`src/sv/rawf_pkg.sv`:
```
// Shared types, codes and constants for the register ALU with flags.
package rawf_pkg;

  localparam int unsigned DataWidth = 64;
  localparam int unsigned RegCount  = 32;
  localparam int unsigned RegIdxW   = $clog2(RegCount);
  localparam int unsigned ImmW      = 6;

  // Instruction codes carried in the action field.
  localparam logic [4:0] ActAdd64  = 5'd0;
  localparam logic [4:0] ActAdd32  = 5'd1;
  localparam logic [4:0] ActSub64  = 5'd2;
  localparam logic [4:0] ActSub32  = 5'd3;
  localparam logic [4:0] ActAnd64  = 5'd4;
  localparam logic [4:0] ActAnd32  = 5'd5;
  localparam logic [4:0] ActOr64   = 5'd6;
  localparam logic [4:0] ActOr32   = 5'd7;
  localparam logic [4:0] ActXor64  = 5'd8;
  localparam logic [4:0] ActXor32  = 5'd9;
  localparam logic [4:0] ActCmp64  = 5'd10;
  localparam logic [4:0] ActCmp32  = 5'd11;
  localparam logic [4:0] ActTest64 = 5'd12;
  localparam logic [4:0] ActShl64  = 5'd13;
  localparam logic [4:0] ActShr64  = 5'd14;
  localparam logic [4:0] ActSar64  = 5'd15;
  localparam logic [4:0] ActShl32  = 5'd16;
  localparam logic [4:0] ActShr32  = 5'd17;
  localparam logic [4:0] ActSar32  = 5'd18;

  localparam logic [7:0] FlagsReset = 8'h02;

  typedef enum logic [3:0] {
    OpAdd,
    OpSub,
    OpAnd,
    OpOr,
    OpXor,
    OpShl,
    OpShr,
    OpSar,
    OpNop
  } op_e;

  typedef struct packed {
    logic [4:0] action;
    logic       immediate_mode;
    logic [7:0] first_byte;
    logic [7:0] second_byte;
  } in_t;

  typedef struct packed {
    logic [RegIdxW-1:0]   target_index;
    logic [DataWidth-1:0] target_value;
    logic [7:0]           flag_byte;
    logic                 value_written;
  } out_t;

  // A classified instruction as it waits between the front and the back.
  typedef struct packed {
    op_e                op;
    logic               w32;
    logic               wr;
    logic               imm;
    logic [ImmW-1:0]    imm_val;
    logic [RegIdxW-1:0] rt;
    logic [RegIdxW-1:0] rb;
  } dec_t;

endpackage

```
`src/sv/rawf_front.sv`:
```
// Front end: decodes incoming instructions into a two-entry issue queue.
module rawf_front (
  input  logic          clk_i,
  input  logic          rst_ni,
  input  logic          push_i,
  output logic          full_o,
  input  rawf_pkg::in_t in_i,
  output logic          head_valid_o,
  output rawf_pkg::dec_t head_o,
  input  logic          deq_i
);
  import rawf_pkg::*;

  dec_t       dec;
  dec_t       q_mem_q [2];
  logic       wr_ptr_q, wr_ptr_d;
  logic       rd_ptr_q, rd_ptr_d;
  logic [1:0] cnt_q, cnt_d;
  logic       push_ok;
  logic [RegIdxW-1:0] rb;

  assign rb = {in_i.first_byte[7], in_i.second_byte[7:4]};

  always_comb begin
    dec         = '0;
    dec.rt      = {in_i.first_byte[6], in_i.second_byte[3:0]};
    dec.rb      = rb;
    dec.imm     = in_i.immediate_mode;
    // An immediate of zero stands for thirty-two.
    dec.imm_val = (rb == '0) ? ImmW'(32) : {1'b0, rb};
    dec.wr      = 1'b1;
    dec.w32     = 1'b0;
    dec.op      = OpNop;
    unique case (in_i.action) inside
      ActAdd64, ActAdd32:               dec.op = OpAdd;
      ActSub64, ActSub32:               dec.op = OpSub;
      ActAnd64, ActAnd32:               dec.op = OpAnd;
      ActOr64, ActOr32:                 dec.op = OpOr;
      ActXor64, ActXor32:               dec.op = OpXor;
      ActCmp64, ActCmp32: begin
        dec.op = OpSub;
        dec.wr = 1'b0;
      end
      ActTest64: begin
        dec.op = OpAnd;
        dec.wr = 1'b0;
      end
      ActShl64, ActShl32:               dec.op = OpShl;
      ActShr64, ActShr32:               dec.op = OpShr;
      ActSar64, ActSar32:               dec.op = OpSar;
      default: begin
        dec.op = OpNop;
        dec.wr = 1'b0;
      end
    endcase
    unique case (in_i.action) inside
      ActAdd32, ActSub32, ActAnd32, ActOr32, ActXor32, ActCmp32,
      ActShl32, ActShr32, ActSar32: dec.w32 = 1'b1;
      default:                      dec.w32 = 1'b0;
    endcase
  end

  assign full_o       = (cnt_q == 2'd2);
  assign push_ok      = push_i && !full_o;
  assign head_valid_o = (cnt_q != 2'd0);
  assign head_o       = q_mem_q[rd_ptr_q];

  always_comb begin
    wr_ptr_d = wr_ptr_q ^ push_ok;
    rd_ptr_d = rd_ptr_q ^ deq_i;
    cnt_d    = cnt_q + {1'b0, push_ok} - {1'b0, deq_i};
  end

  always_ff @(posedge clk_i or negedge rst_ni) begin
    if (!rst_ni) begin
      wr_ptr_q <= 1'b0;
      rd_ptr_q <= 1'b0;
      cnt_q    <= 2'd0;
    end else begin
      wr_ptr_q <= wr_ptr_d;
      rd_ptr_q <= rd_ptr_d;
      cnt_q    <= cnt_d;
    end
  end

  always_ff @(posedge clk_i) begin
    if (push_ok) begin
      q_mem_q[wr_ptr_q] <= dec;
    end
  end

endmodule

```
`config.mk`:
```
export PLATFORM = sky130hd
export DESIGN_NAME = rawf_front
export DESIGN_NICKNAME = d
export VERILOG_FILES = /design/src/sv/rawf_pkg.sv /design/src/sv/rawf_front.sv
export SDC_FILE = /design/constraint.sdc
export NUM_CORES = 1
export LEC_CHECK = 0
export BUFFER_PORTS_ARGS = -buffer_cell sky130_fd_sc_hd__buf_2
export CORE_MARGIN = 2
export CORE_UTILIZATION = 56
export CTS_CLUSTER_SIZE = 25
export DETAILED_ROUTE_END_ITERATION = 7
export PLACE_DENSITY = 0.87
export SLEW_MARGIN = 15
export SYNTH_ARGS = -nofsm -noshare
export SYNTH_HDL_FRONTEND = slang
export SYNTH_SLANG_ARGS = --single-unit
```
`constraint.sdc`:
```
create_clock -name clk_i -period 2.6 [get_ports clk_i]
set_input_delay 0.26 -clock clk_i [delete_from_list [all_inputs] [get_ports clk_i]]
set_output_delay 0.26 -clock clk_i [all_outputs]
set_load 0.02 [all_outputs]
```
* Word level (Yosys, flattened, before mapping)
Memory sizes are Yosys's and may differ from the RTL's. Cells that the tools add are included.
Cells by class: bitwise logic cells 2, equality and inequality tests 19, multiplexer cells 6, add/subtract/negate cells 2, reductions and logical operators 15
Operators with widths (count):
- equality test 5 x 4 -> 1 bit, second input constant | 8
- case mux 4 bit (8 select lines) | 1
- equality test 5 x 3 -> 1 bit, second input constant | 4
- OR reduction 16 bit | 1
- equality test 5 bit, second input constant | 3
- OR reduction 2 bit | 6
- equality test 5 x 2 -> 1 bit, second input constant | 2
- logical NOT 5 bit | 2
- OR reduction 9 bit | 1
- 2-to-1 mux 6 bit | 1
- equality test 5 x 1 -> 1 bit, second input constant | 1
- 2-to-1 mux 1 bit | 4
- OR reduction 4 bit | 1
- OR reduction 3 bit | 1
- adder 2 x 1 -> 2 bit | 1
- equality test 2 bit, second input constant | 1
- nonzero test 2 bit | 1
- subtractor 2 x 1 -> 2 bit | 1
- bitwise XOR 1 bit | 2
- logical AND 1 bit | 1
- logical NOT 1 bit | 1
Word-level totals: register bits 4, memories 1, memory bits (writable) 46, input port bits 26, output and inout port bits 25
Memories:
- q_mem_q | words 2, bits a word 23, read ports 1, clocked after Yosys merged registers in 0, wr ports 1, RTL line rawf_front.sv:15 | dec_t q_mem_q [2];

* Logic depth before layout (Yosys ltp)
depth after elaboration 5, mapped depth 7

* Least setup slack after synthesis
No wires, ideal clock.
kind flip-flop to flip-flop, start point reg cnt_q[1], end point mem q_mem_q[1][0] (netlist name), enable pin, path slack 0.992 ns, arrival time 1.227 ns, period minus slack after synthesis 1.608 ns, stages on the path, launching flop included 5, path through dfrtp_1 > nand2b_1 > nand2_1 > inv_1 > ha_1
On the way: word-level cells in the longest chain between the ends 5
Ends and longest elaborated chain:
- start, declared | RTL line rawf_front.sv:18 | logic [1:0] cnt_q, cnt_d;
- start signal, assigned | RTL line rawf_front.sv:82 | cnt_q <= cnt_d;
- equality test 2 bit | RTL line rawf_front.sv:63 | assign full_o = (cnt_q == 2'd2);
- logical NOT 1 bit | RTL line rawf_front.sv:64 | assign push_ok = push_i && !full_o;
- logical AND 1 bit | RTL line rawf_front.sv:64
- 2-to-1 mux 1 bit | RTL line rawf_front.sv:87 | if (push_ok) begin
- 2-to-1 mux 1 bit (implied by the code) | RTL line rawf_front.sv:88 | q_mem_q[wr_ptr_q] <= dec;
- end, declared | RTL line rawf_front.sv:15
No other way between the ends.

==> results.tsv <==
stage	metric	value	unit
power	Pint	0.00177	W
logic_synthesis	most instantiated library cell after synthesis	edfxtp_1	
placement	dpl cell area	2330	um^2
setup_path	CP Cell Sequence	buf_4, mux2_2, buf_2	
finish	antenna diode count	0	
setup_path	Critical Path Start Type	flop	
logic_synthesis	Synth warnings	0	
setup_path	CP Class	reg -> out	
finish	Non-Filler Instances	220	
setup_path	r2r setup slk	1050	ps
logic_synthesis	top post-synthesis cells by count	edfxtp_1 (46), mux2_2 (23), clkbuf_1 (6), inv_1 (6), buf_2 (5)	
logic_synthesis	Synth Area in Compound Gates	4.68	%
grt	met1 Track Usage GR	17.3	%
logic_synthesis	Synth Register Bits	50	
power	Max VDD drop	0.426	mV
grt	first-pass GRT wire length	5240	um
logic_synthesis	syn nets	158	
finish	P&R area growth vs syn	17.6	%
grt	largest net degree at the start of global routing	24	
setup_path	Setup crit end kind	output pin	
clocking	clk root buf	clkbuf_8	
power	net switching power	0.000867	W
placement	Inst Count DP	211	
logic_synthesis	EDFF count, synth	46	
route	WL/cell	15.3	um
sta	post-route minimum period	2100	ps
die	die height	65.0	um
logic_synthesis	Adder-Cell Fraction of Synth Area	2.40	%
setup_path	crit path buf inv count	2	
logic_synthesis	post-synthesis simple-gate area fraction	3.42	%
clocking	Post CTS Setup Buffer Count	0	
setup_path	worst r2r dst	q_mem_q[1][21]	
power	leakage	0.960	nW
route	drt via density	5.34	
clocking	CTS Buf Count	5	
placement	port bufs	44	
sta	clock skew	3.66	ps
power	Comb power frac	34.9	%
clocking	hold-fix buffers at CTS	1	
sta	fin crit share	80.7	%
die	Starting Density	57.8	%
power	Sw Share	32.9	%
clocking	CTS tree	done	
setup_path	CP arrival	1840	ps
setup_path	RR Startpoint	cnt_q[1]	
sta	TNS Setup	0	ps
sta	final hold vios	0	
clocking	Clk Latency, worst-skew pair	300	ps
clocking	clk slew on worst S/H paths	80	ps
clocking	htree depth	2	
die	FP Rows	22	
sta	worst rel slew slack	64.5	%
route	Antenna Nets Post-Route	0	
logic_synthesis	largest cells by area after synthesis	edfxtp_1 (66%), mux2_2 (12%), dfrtp_1 (4.8%)	
setup_path	CP max stage delay	680	ps
min_path	Tightest Hold Check Type	in -> reg	
logic_synthesis	Syn Inst Count	128	
route	Total Routed Length	3370	um
sta	RSZ-0062 raised after global routing	false	
power	Pwr Density	1080	nW/um^2
sta	fin. max-slew vios	0	
logic_synthesis	Post-synth top flop	edfxtp_1	
route	initial detailed-routing violation count	49	
die	Die W	65.0	um
die	I/O pin cnt	51	
sta	Worst Hold Slack	147	ps
route	Detailed Routing Iterations Pass 1	4	
min_path	hold path startpoint	in_i[14]	
logic_synthesis	mux cell area share after synthesis	12.4	%
finish	fin area	2450	um^2
die	die area	4220	um^2
logic_synthesis	syn avg cell area	16.3	um^2
setup_path	worst endpoint required time	2340	ps
logic_synthesis	largest area contributor in the netlist	edfxtp_1	
clocking	post-cts resize count	0	
sta	f_max	476	MHz
min_path	WHS Endpoint	q_mem_q[0][9]	
grt	met3 usage in global routing	5.03	%
placement	RD Place Congestion	0.735	
logic_synthesis	ys async rst share	8.00	%
sta	Worst Tran Pin Value	532	ps
route	via count	1174	
job	Max-Cap Viols	0	
finish	fin nets	201	
logic_synthesis	top cell type's share of synthesized area	66.3	%
setup_path	Top Family by Delay on Critical Path	flip-flops	
setup_path	Crit-path slowest cell	dfrtp_1	
power	Clk pwr share	19.5	%
logic_synthesis	Cell variety after synth	28	
grt	number of global-route vias before repair	1208	
setup_path	reg2reg path depth	5	
clocking	clock buffer depth	2	
grt	busiest grt layer	met2	
die	core area	3610	um^2
finish	share of post-route cells with drive strength above 1	50.0	%
clocking	clock sink count	50	
min_path	Hold Path Depth	1	
grt	antenna violations before repair	0	
setup_path	Max FO, Critical Path	13	
logic_synthesis	main combinational cell family by area after synthesis	multiplexers	
grt	met2 Usage GRT	31.8	%
route	DRC	0	
power	Reg power frac	45.6	%
logic_synthesis	sequential element share of the synthesized area	71.1	%
status	outcome	finished, final reports clean	
sta	final setup fails	0	
placement	Post-DP HPWL	2360	um
logic_synthesis	Post-Synthesis Cell Area	2080	um^2
logic_synthesis	Synth Area in XOR/XNOR	1.68	%
grt	All-Layer GR Usage	17.6	%
grt	Congestion Overflow GR	0	
## how the worst max path moves through the flow
stage / start / to / cells after the start
finish: rd_ptr_q / head_o[8] / 3
global route: rd_ptr_q / head_o[8] / 3
CTS: rd_ptr_q / head_o[8] / 3
detailed placement: rd_ptr_q / head_o[8] / 3
global placement: rd_ptr_q / head_o[20] / 3
floorplan: cnt_q[1] / q_mem_q[1][0] / 4
## flip-flops by register name (all words and copies together) (netlist names)
signal,cells
wr_ptr_q,1
q_mem_q,46
cnt_q,2
rd_ptr_q,1
## metrics by stage
| stage | util (%) | total power [W] | worst slack [ps] |
|---|---|---|---|
| after floorplan | - | 0.00186 | 992 |
| after global placement | 64.6 | 0.00210 | 869 |
| after detailed placement | 64.6 | 0.00214 | 831 |
| after CTS | 67.9 | 0.00266 | 487 |
| after global routing | 67.9 | 0.00276 | 425 |
| final | 67.9 | 0.00264 | 501 |
## worst reg2reg max path, cell delays in order (launching register included)
cell and delay (ps):
dfrtp_1 410, nand2b_1 110, nand2_1 80, inv_1 130, ha_1 190, buf_4 310
## cells by family (layout without fill, tap and decap cells)
family | Yosys count | count (layout)
DFF | 50 | 50
buffers and inverters | 21 | 65
adders and majority gates | 4 | 4
AOI/OAI and AO/OA | 14 | 14
and+or+nand+nor | 12 | 12
muxes | 23 | 23
xor gates and xnor gates | 4 | 4
## cell usage in the layout (no fill, tap or decap), types with 4 or more instances in the layout
cell / instances
edfxtp_1: 46
dfrtp_1: 4
buf_2: 44
mux2_2: 23
ha_1: 4
inv_1: 6
clkbuf_8: 5
## power groups by stage
stage,clock network [W],logic [W],registers (W)
finish,0.000515,0.000922,0.00120
global route,0.000552,0.000991,0.00122
CTS,0.000527,0.000932,0.00120
detailed placement,0,0.000923,0.00122
global placement,0,0.000895,0.00120
floorplan,0,0.000697,0.00116
## routing by layer
metal,up-vias,share of wire [%]
li1,554,-
met1,571,36
met2,40,55
met3,9,5.3
met4,0,3.2
met5,-,0
## layout make-up
cell class                 instances  area (um^2)
clock buffer                       5         68.8
clock inverter                     3         40.0
fill                             246         1160
inverter                           9         33.8
multi-input combinational         57          513
sequential                        50         1480
tap                               48         60.1
timing repair buffer              48          253
Note: power is estimated with default switching activity, not from simulation.
