===== config.mk =====
export PLATFORM = sky130hd
export DESIGN_NAME = rawf_back
export DESIGN_NICKNAME = d
export VERILOG_FILES = /design/src/sv/rawf_pkg.sv /design/src/sv/rawf_ram.sv /design/src/sv/rawf_back.sv
export SDC_FILE = /design/constraint.sdc
export NUM_CORES = 2
export LEC_CHECK = 0
export BUFFER_PORTS_ARGS = -buffer_cell sky130_fd_sc_hd__buf_2
export CORE_ASPECT_RATIO = 1.2
export CORE_MARGIN = 2
export CORE_UTILIZATION = 40
export CTS_CLUSTER_SIZE = 20
export DETAILED_ROUTE_END_ITERATION = 7
export PLACE_DENSITY = 0.66
export SLEW_MARGIN = 10
export SYNTH_ARGS = -nofsm -noshare
export SYNTH_HDL_FRONTEND = slang
export SYNTH_SLANG_ARGS = --single-unit

===== constraint.sdc =====
create_clock -name clk_i -period 29.8 [get_ports clk_i]
set_input_delay 5.96 -clock clk_i [delete_from_list [all_inputs] [get_ports clk_i]]
set_output_delay 5.96 -clock clk_i [all_outputs]
set_load 0.02 [all_outputs]

===== src/sv/rawf_pkg.sv =====
// Shared types, codes and constants for the register ALU with flags.
package rawf_pkg;

  localparam int unsigned DataWidth = 64;
  localparam int unsigned RegCount  = 32;
  localparam int unsigned RegIdxW   = $clog2(RegCount);
  localparam int unsigned ImmW      = 6;

  // Instruction codes carried in the action field.
  localparam logic [4:0] ActAdd64  = 5'd0;
  localparam logic [4:0] ActAdd32  = 5'd1;
  localparam logic [4:0] ActSub64  = 5'd2;
  localparam logic [4:0] ActSub32  = 5'd3;
  localparam logic [4:0] ActAnd64  = 5'd4;
  localparam logic [4:0] ActAnd32  = 5'd5;
  localparam logic [4:0] ActOr64   = 5'd6;
  localparam logic [4:0] ActOr32   = 5'd7;
  localparam logic [4:0] ActXor64  = 5'd8;
  localparam logic [4:0] ActXor32  = 5'd9;
  localparam logic [4:0] ActCmp64  = 5'd10;
  localparam logic [4:0] ActCmp32  = 5'd11;
  localparam logic [4:0] ActTest64 = 5'd12;
  localparam logic [4:0] ActShl64  = 5'd13;
  localparam logic [4:0] ActShr64  = 5'd14;
  localparam logic [4:0] ActSar64  = 5'd15;
  localparam logic [4:0] ActShl32  = 5'd16;
  localparam logic [4:0] ActShr32  = 5'd17;
  localparam logic [4:0] ActSar32  = 5'd18;

  localparam logic [7:0] FlagsReset = 8'h02;

  typedef enum logic [3:0] {
    OpAdd,
    OpSub,
    OpAnd,
    OpOr,
    OpXor,
    OpShl,
    OpShr,
    OpSar,
    OpNop
  } op_e;

  typedef struct packed {
    logic [4:0] action;
    logic       immediate_mode;
    logic [7:0] first_byte;
    logic [7:0] second_byte;
  } in_t;

  typedef struct packed {
    logic [RegIdxW-1:0]   target_index;
    logic [DataWidth-1:0] target_value;
    logic [7:0]           flag_byte;
    logic                 value_written;
  } out_t;

  // A classified instruction as it waits between the front and the back.
  typedef struct packed {
    op_e                op;
    logic               w32;
    logic               wr;
    logic               imm;
    logic [ImmW-1:0]    imm_val;
    logic [RegIdxW-1:0] rt;
    logic [RegIdxW-1:0] rb;
  } dec_t;

endpackage


===== src/sv/rawf_ram.sv =====
// Generic register file memory: one write port, two registered read ports.
module rawf_ram #(
  parameter int unsigned Width = 64,
  parameter int unsigned Depth = 32
) (
  input  logic                     clk_i,
  input  logic                     we_i,
  input  logic [$clog2(Depth)-1:0] waddr_i,
  input  logic [Width-1:0]         wdata_i,
  input  logic                     re_i,
  input  logic [$clog2(Depth)-1:0] raddr_a_i,
  input  logic [$clog2(Depth)-1:0] raddr_b_i,
  output logic [Width-1:0]         rdata_a_o,
  output logic [Width-1:0]         rdata_b_o
);

  logic [Width-1:0] mem_q [Depth];
  logic [Width-1:0] rdata_a_q;
  logic [Width-1:0] rdata_b_q;

  always_ff @(posedge clk_i) begin
    if (we_i) begin
      mem_q[waddr_i] <= wdata_i;
    end
    if (re_i) begin
      rdata_a_q <= mem_q[raddr_a_i];
      rdata_b_q <= mem_q[raddr_b_i];
    end
  end

  assign rdata_a_o = rdata_a_q;
  assign rdata_b_o = rdata_b_q;

endmodule


===== src/sv/rawf_back.sv =====
// Back end: register file read, execution, flag update and result register.
module rawf_back (
  input  logic           clk_i,
  input  logic           rst_ni,
  input  logic           head_valid_i,
  input  rawf_pkg::dec_t head_i,
  output logic           deq_o,
  output logic           empty_o,
  input  logic           pop_i,
  output rawf_pkg::out_t out_o
);
  import rawf_pkg::*;

  logic                 e2_valid_q;
  dec_t                 e2_q;
  logic                 load, fire, we;
  logic [RegCount-1:0]  vld_q;
  logic                 vld_a_q, vld_b_q;
  logic                 fwd_a_q, fwd_b_q;
  logic [DataWidth-1:0] fwd_data_q;
  logic [DataWidth-1:0] ram_a, ram_b;
  logic [DataWidth-1:0] a, breg, b, x, y, r;
  logic [DataWidth:0]   sum, diff, shl_t;
  logic signed [DataWidth+1:0] shr_t;
  logic [DataWidth-1:0] shr_src;
  logic [5:0]           cnt;
  logic                 fill;
  logic                 cf, af, upd;
  logic [7:0]           flags_q, flags_new;
  logic                 out_valid_q;
  out_t                 out_q;

  assign fire  = e2_valid_q && (!out_valid_q || pop_i);
  assign load  = head_valid_i && (!e2_valid_q || fire);
  assign deq_o = load;
  assign we    = fire && e2_q.wr;

  rawf_ram #(
    .Width(DataWidth),
    .Depth(RegCount)
  ) u_regfile (
    .clk_i    (clk_i),
    .we_i     (we),
    .waddr_i  (e2_q.rt),
    .wdata_i  (r),
    .re_i     (load),
    .raddr_a_i(head_i.rt),
    .raddr_b_i(head_i.rb),
    .rdata_a_o(ram_a),
    .rdata_b_o(ram_b)
  );

  // A register never written since reset reads as zero; a write that retires
  // in the same cycle as the read is forwarded.
  assign a    = fwd_a_q ? fwd_data_q : (vld_a_q ? ram_a : '0);
  assign breg = fwd_b_q ? fwd_data_q : (vld_b_q ? ram_b : '0);
  assign b    = e2_q.imm ? {{(DataWidth-ImmW){1'b0}}, e2_q.imm_val} : breg;
  assign x    = e2_q.w32 ? {32'b0, a[31:0]} : a;
  assign y    = e2_q.w32 ? {32'b0, b[31:0]} : b;

  assign sum  = {1'b0, x} + {1'b0, y};
  assign diff = {1'b0, x} - {1'b0, y};
  assign cnt  = e2_q.w32 ? {1'b0, y[4:0]} : y[5:0];

  assign shl_t   = {1'b0, x} << cnt;
  assign fill    = (e2_q.op == OpSar) && (e2_q.w32 ? x[31] : x[63]);
  assign shr_src = e2_q.w32 ? {{32{fill}}, x[31:0]} : x;
  // The extra low bit catches the last bit shifted out.
  assign shr_t   = $signed({fill, shr_src, 1'b0}) >>> cnt;

  always_comb begin
    logic [DataWidth-1:0] rr;
    rr  = x;
    cf  = 1'b0;
    af  = 1'b0;
    upd = 1'b1;
    case (e2_q.op)
      OpAdd: begin
        rr = sum[DataWidth-1:0];
        cf = e2_q.w32 ? sum[32] : sum[DataWidth];
      end
      OpSub: begin
        rr = diff[DataWidth-1:0];
        cf = diff[DataWidth];
      end
      OpAnd: rr = x & y;
      OpOr:  rr = x | y;
      OpXor: rr = x ^ y;
      OpShl: begin
        rr  = shl_t[DataWidth-1:0];
        cf  = e2_q.w32 ? shl_t[32] : shl_t[DataWidth];
        upd = (cnt != '0);
      end
      OpShr, OpSar: begin
        rr  = shr_t[DataWidth:1];
        cf  = shr_t[0];
        upd = (cnt != '0);
      end
      default: upd = 1'b0;
    endcase
    if (e2_q.w32) begin
      rr = {32'b0, rr[31:0]};
    end
    if (e2_q.op == OpAdd || e2_q.op == OpSub) begin
      af = x[4] ^ y[4] ^ rr[4];
    end
    r = rr;
  end

  always_comb begin
    flags_new = flags_q;
    if (upd) begin
      flags_new = {e2_q.w32 ? r[31] : r[DataWidth-1], (r == '0), 1'b0, af,
                   1'b0, ~^r[7:0], 1'b1, cf};
    end
  end

  always_ff @(posedge clk_i or negedge rst_ni) begin
    if (!rst_ni) begin
      e2_valid_q  <= 1'b0;
      out_valid_q <= 1'b0;
      vld_q       <= '0;
      flags_q     <= FlagsReset;
    end else begin
      if (load) begin
        e2_valid_q <= 1'b1;
      end else if (fire) begin
        e2_valid_q <= 1'b0;
      end
      if (fire) begin
        out_valid_q <= 1'b1;
        flags_q     <= flags_new;
      end else if (pop_i) begin
        out_valid_q <= 1'b0;
      end
      if (we) begin
        vld_q[e2_q.rt] <= 1'b1;
      end
    end
  end

  always_ff @(posedge clk_i) begin
    if (load) begin
      e2_q       <= head_i;
      vld_a_q    <= vld_q[head_i.rt];
      vld_b_q    <= vld_q[head_i.rb];
      fwd_a_q    <= we && (e2_q.rt == head_i.rt);
      fwd_b_q    <= we && (e2_q.rt == head_i.rb);
      fwd_data_q <= r;
    end
    if (fire) begin
      out_q.target_index  <= e2_q.rt;
      out_q.target_value  <= e2_q.wr ? r : a;
      out_q.flag_byte     <= flags_new;
      out_q.value_written <= e2_q.wr;
    end
  end

  assign empty_o = !out_valid_q;
  assign out_o   = out_q;

endmodule

After elaboration in Yosys (flattened, before gate mapping). Memory sizes are Yosys's and may differ from the RTL's. A register that Yosys moved wholly into a read port is not among the register bits. Index checks and enable logic that the tools add are counted.

Bits in registers: 206. Memory bits (writable): 2048. Input port bits: 27. Output and inout bits: 80. Logic and storage cells: 96. Memories kept: 1.

$add $sub $neg: 2. Magnitude comparators: 4. Equality and inequality tests: 9. Shift-type cells: 2. Mux-type cells: 32. Bitwise operators: 6. Reduce and logical (&&, ||, !) cells: 21.

Memory list: u_regfile.mem_q (words 32, bits a word 64, rd ports 2, clocked after memory_dff 2, write ports 1, line rawf_ram.sv:17) `logic [Width-1:0] mem_q [Depth];`.

Operator list (number): $mux 64 (10); $pmux 64 s7 (1); $sshr 66x6->65 (1); $add 64x64->65 (1); $shl 64x6->65 (1); $sub 64x64->65 (1); $and 64x64->64 (1); $logic_not 64->1 (1); $or 64x64->64 (1); $xor 64x64->64 (1); $or 32x32->32 (1); $lt 5x6->1 const B (3); $eq 4x3->1 const B (4); $mux 1 (14); $bmux 1 s5 (2); $eq 5x5->1 (2); $eq 4x2->1 const B (2); $mux 8 (1); $reduce_xnor 8->1 (1); $logic_and 1x1->1 (7); $mux 6 (1); $reduce_bool 6->1 (1); $demux 1 s5 (1); $ge 5x1->1 const B (1); 11 further kinds (16).

Longest topological paths before layout.
Depth after elaboration: 12. Gate-level depth with buffers: 31. Gate-level depth less buffers: 23.

By module. Synthesis repeated with hierarchy kept, for this count alone.

Cells, all modules: 9112. Area, all modules: 131703.8 sq um.

Modules (own cells, without submodules): rawf_ram (instances 1, cells each 4441, area an instance 97941.4 sq um, seq. area each 65342.7 sq um); rawf_back (instances 1, cells each 4671, area an instance 33762.4 sq um, seq. area each 5977.0 sq um).

Least setup slack after synthesis. OpenSTA, ideal clock, no wires.

Path kind: input to output. Start: in pop_i. End: out deq_o. Arrival time: 21845 ps. Data required time: 23840 ps. Setup slack: 1995 ps. Stages on the path: 2. Path buffers: 0. Cells stage by stage: nor2_1 -> a21boi_0.

Word-level cells in the longest chain between the ends: 4.

Ends and longest elaborated chain: start: declaration (line rawf_back.sv:9) `input logic pop_i,`; $logic_or 1x1->1 (line rawf_back.sv:33) `assign fire = e2_valid_q && (!out_valid_q || pop_i);`; $logic_and 1x1->1 (line rawf_back.sv:33); $logic_or 1x1->1 (line rawf_back.sv:34) `assign load = head_valid_i && (!e2_valid_q || fire);`; $logic_and 1x1->1 (line rawf_back.sv:34); end: declaration (line rawf_back.sv:7) `output logic deq_o,`.

No other way between the ends.

Final worst setup path. Same ends and word-level chain as after synthesis.

==> metrics <==
status=finished clean; hold depth=1; core area=327000 sq um; Cell Area, Synth=131000 sq um; nets=8991; worst skew pair latency=0.92 ns; synthesis-to-finish area growth=10.9%; Synth Area in Simple Gates=6.06%; Hold EP=vld_q[14]; RSZ-0062 raised after global routing=false; syn_nets=8946; Post-Synth Adder-Cell Area=2.10%; clock power share=34.2%; sequential fraction of the synthesis area=54.4%; largest delay contributor family on the critical path=compound AO/OA/AOI/OAI gates; Required @ worst endpoint=23.84 ns; Setup TNS Final=0 ns; R2R Setup Slk=19.07 ns; Post-CTS Hold Fix Bufs=0; die span in x=527 microns; layout cells sized above 1=27.9%; first-pass GRT wire length=759000 microns; Buf/Inv on CP=2; CTS tree=yes; Ys Warns=0; Synth area leaders=edfxtp_1, mux4_2, ha_1, nand2_1, a21oi_1; non-filler instance count after layout=13200; Most Frequent Cell on Critical Path=buf_2; synthesized flop and latch total=2382; pre-CTS setup slack=16.89 ns; Crit Path Category=in -> out; die area=333000 sq um; Sw Share=30.0%; Starting Density=40.2%; Die Span Y=631 microns; RR Startpoint=e2_q[16]; Power, Total=8.54 mW; startpoint types=primary input; DR iter-0 viols=14500; via/cell ratio=7.02; hold_ws=0.483 ns; Finish-stage setup viols=0; DRC=0; logic gate share of total power=20.4%; most frequent cell after synthesis=edfxtp_1; Clock transition at path regs=0.06 ns; register share of total power=45.4%; Crit Path Max Fanout=5; grt total ovfl=0; Synth Instances=8700; post-CTS sizing=0; post-synthesis mux area share=25.5%; io pins=107; Initial DRT Pass Iterations=7; post-route ant nets=0; placed insts=12800; I/O Buffers=106; vias=92900; Slew headroom=3.73%; final worst clock skew=0.0766 ns; Synth top cells by count=edfxtp_1, mux4_2, nand2_1; DR WL/cell=42.0 microns; cell depth of the worst setup path=4; worst-case clock buffer depth=4; antenna violations before repair=42; r2r worst-path depth=24; largest net degree at the start of global routing=144; Final Hold Vio Count=0; Internal Power=5.97 mW; number of flops mapped to enable cells by yosys=2340; crit path DAT=6.87 ns; HP Start=vld_q[14]; Root Driver=clkbuf_16; clk sinks=2382; crit path cell chain=buf_2 -> nor2_1 -> a21boi_4 -> buf_2; slew at the pin with the worst max-slew slack=1.41 ns; post-CTS setup buffers=0; Leak Pwr=47.7 nW; Placer Congestion=1.10; Max-Cap Viols=0; top cell type by total area after synthesis=edfxtp_1; Syn Area/Cell=15.1 sq um; main combinational cell family by area after synthesis=multiplexers; slowest CP cell=a21boi_4; Post-Synth XOR/XNOR Area=0.354%; Max Freq=0.0779 GHz; Num CTS Buffers=231; # rows=230; Synth async-reset ratio=1.76%; routed wire length=556000 microns; GRT Total Usage=32.9%; Yosys top cell area share=53.6%; crit path time final=12.83 ns; power per cell area=58.7 nW/um^2; vias in the first global route=91000; post-synth cell types=109; r2r endpoint=out_o[7]; post-synthesis compound-gate area fraction=8.82%; max-slew violations=0; Max VDD drop=0.0463 mV; CP max stage delay=0.41 ns; setup ws final=16.97 ns; worst min path class=reg -> reg; switching power=2.56 mW; Final Cycle Share=43.1%; CP Capture Type=output port; CTS H-Tree Depth=4; Synth Flop Type=edfxtp_1; post-DP HPWL=364000 microns
-- per-layer routing --
layer  track usage (%)  vias up  part of all wire [%]
met2              51.8     6928                    46
met3              7.55     1656                    11
met1              40.1    48400                    34
met4              23.3       12                   8.6
met5                 0        -                 0.017
li1                  -    35900                     -
-- stage by stage --
stage | area (sq um) | util [%]
2_1_floorplan | 131000 | -
3_3_place_gp | 138000 | 42.2
3_5_place_dp | 138000 | 42.2
4_1_cts | 145000 | 44.5
5_1_grt | 145000 | 44.5
6_report | 146000 | 44.5
-- how the worst max path moves through the flow --
stage,from,to,slack [ns]
CTS,pop_i,deq_o,16.88
global route,pop_i,deq_o,16.85
floorplan,pop_i,deq_o,1.99
detailed placement,pop_i,deq_o,16.89
finish,pop_i,deq_o,16.97
global placement,pop_i,deq_o,16.89
-- logic make-up (layout without fill, tap and decap cells) --
| logic type | count (synthesis) | after routing |
|---|---|---|
| DFF | 2382 | 2382 |
| buffers and inverters | 914 | 1141 |
| and+or+nand+nor | 1724 | 1724 |
| other | 0 | 17 |
| muxes | 1677 | 1677 |
| xor gates and xnor gates | 53 | 53 |
| adders and majority gates | 219 | 219 |
| AOI/OAI and AO/OA | 1731 | 1731 |
-- flip-flops by register name, summed over array words and instances (netlist names), 8 cells and up --
register and flops:
u_regfile.rdata_a_o 64, flags_q 8, fwd_data_q 64, u_regfile.mem_q 2048, out_o 78, vld_q 32
u_regfile.rdata_b_o 64, e2_q 18
-- layout by cell type, fill, tap and decap left out, types with 42 or more instances in the layout --
cell type / n
a211oi_1: 101
a21o_1: 106
a21oi_1: 409
a22oi_1: 72
a31oi_1: 42
buf_2: 96
buf_4: 359
clkbuf_1: 48
clkbuf_16: 231
clkinv_1: 53
clkinv_2: 42
edfxtp_1: 2340
ha_1: 217
inv_1: 229
mux2_2: 160
mux2i_1: 203
mux4_2: 1312
nand2_1: 599
nand3_1: 133
nand3b_1: 52
nand4_1: 51
nor2_1: 452
nor3_1: 106
nor4_1: 50
o211ai_1: 74
o21ai_0: 277
o22ai_1: 133
o31ai_1: 63
or2_2: 51
xnor2_1: 44
-- power by group through the flow --
stage | combinational (mW) | clock [mW] | sequential, mW
final | 1.74 | 2.92 | 3.88
after global routing | 1.77 | 3.06 | 3.88
after CTS | 1.66 | 2.95 | 3.87
after detailed placement | 1.66 | 0 | 3.94
after global placement | 1.65 | 0 | 3.94
after floorplan | 0.937 | 0 | 3.95
-- cell type report --
cell class / count / area [sq um]
well taps: 4292 / 5370
clock inverters: 136 / 1330
flip-flops and latches: 2382 / 71300
diodes: 17 / 42.5
multi-input cells: 5404 / 56900
fillers: 28200 / 181000
repair buffers: 486 / 3670
inverters: 240 / 915
clock buffers: 279 / 5960
(Power assumes the default switching activity.)
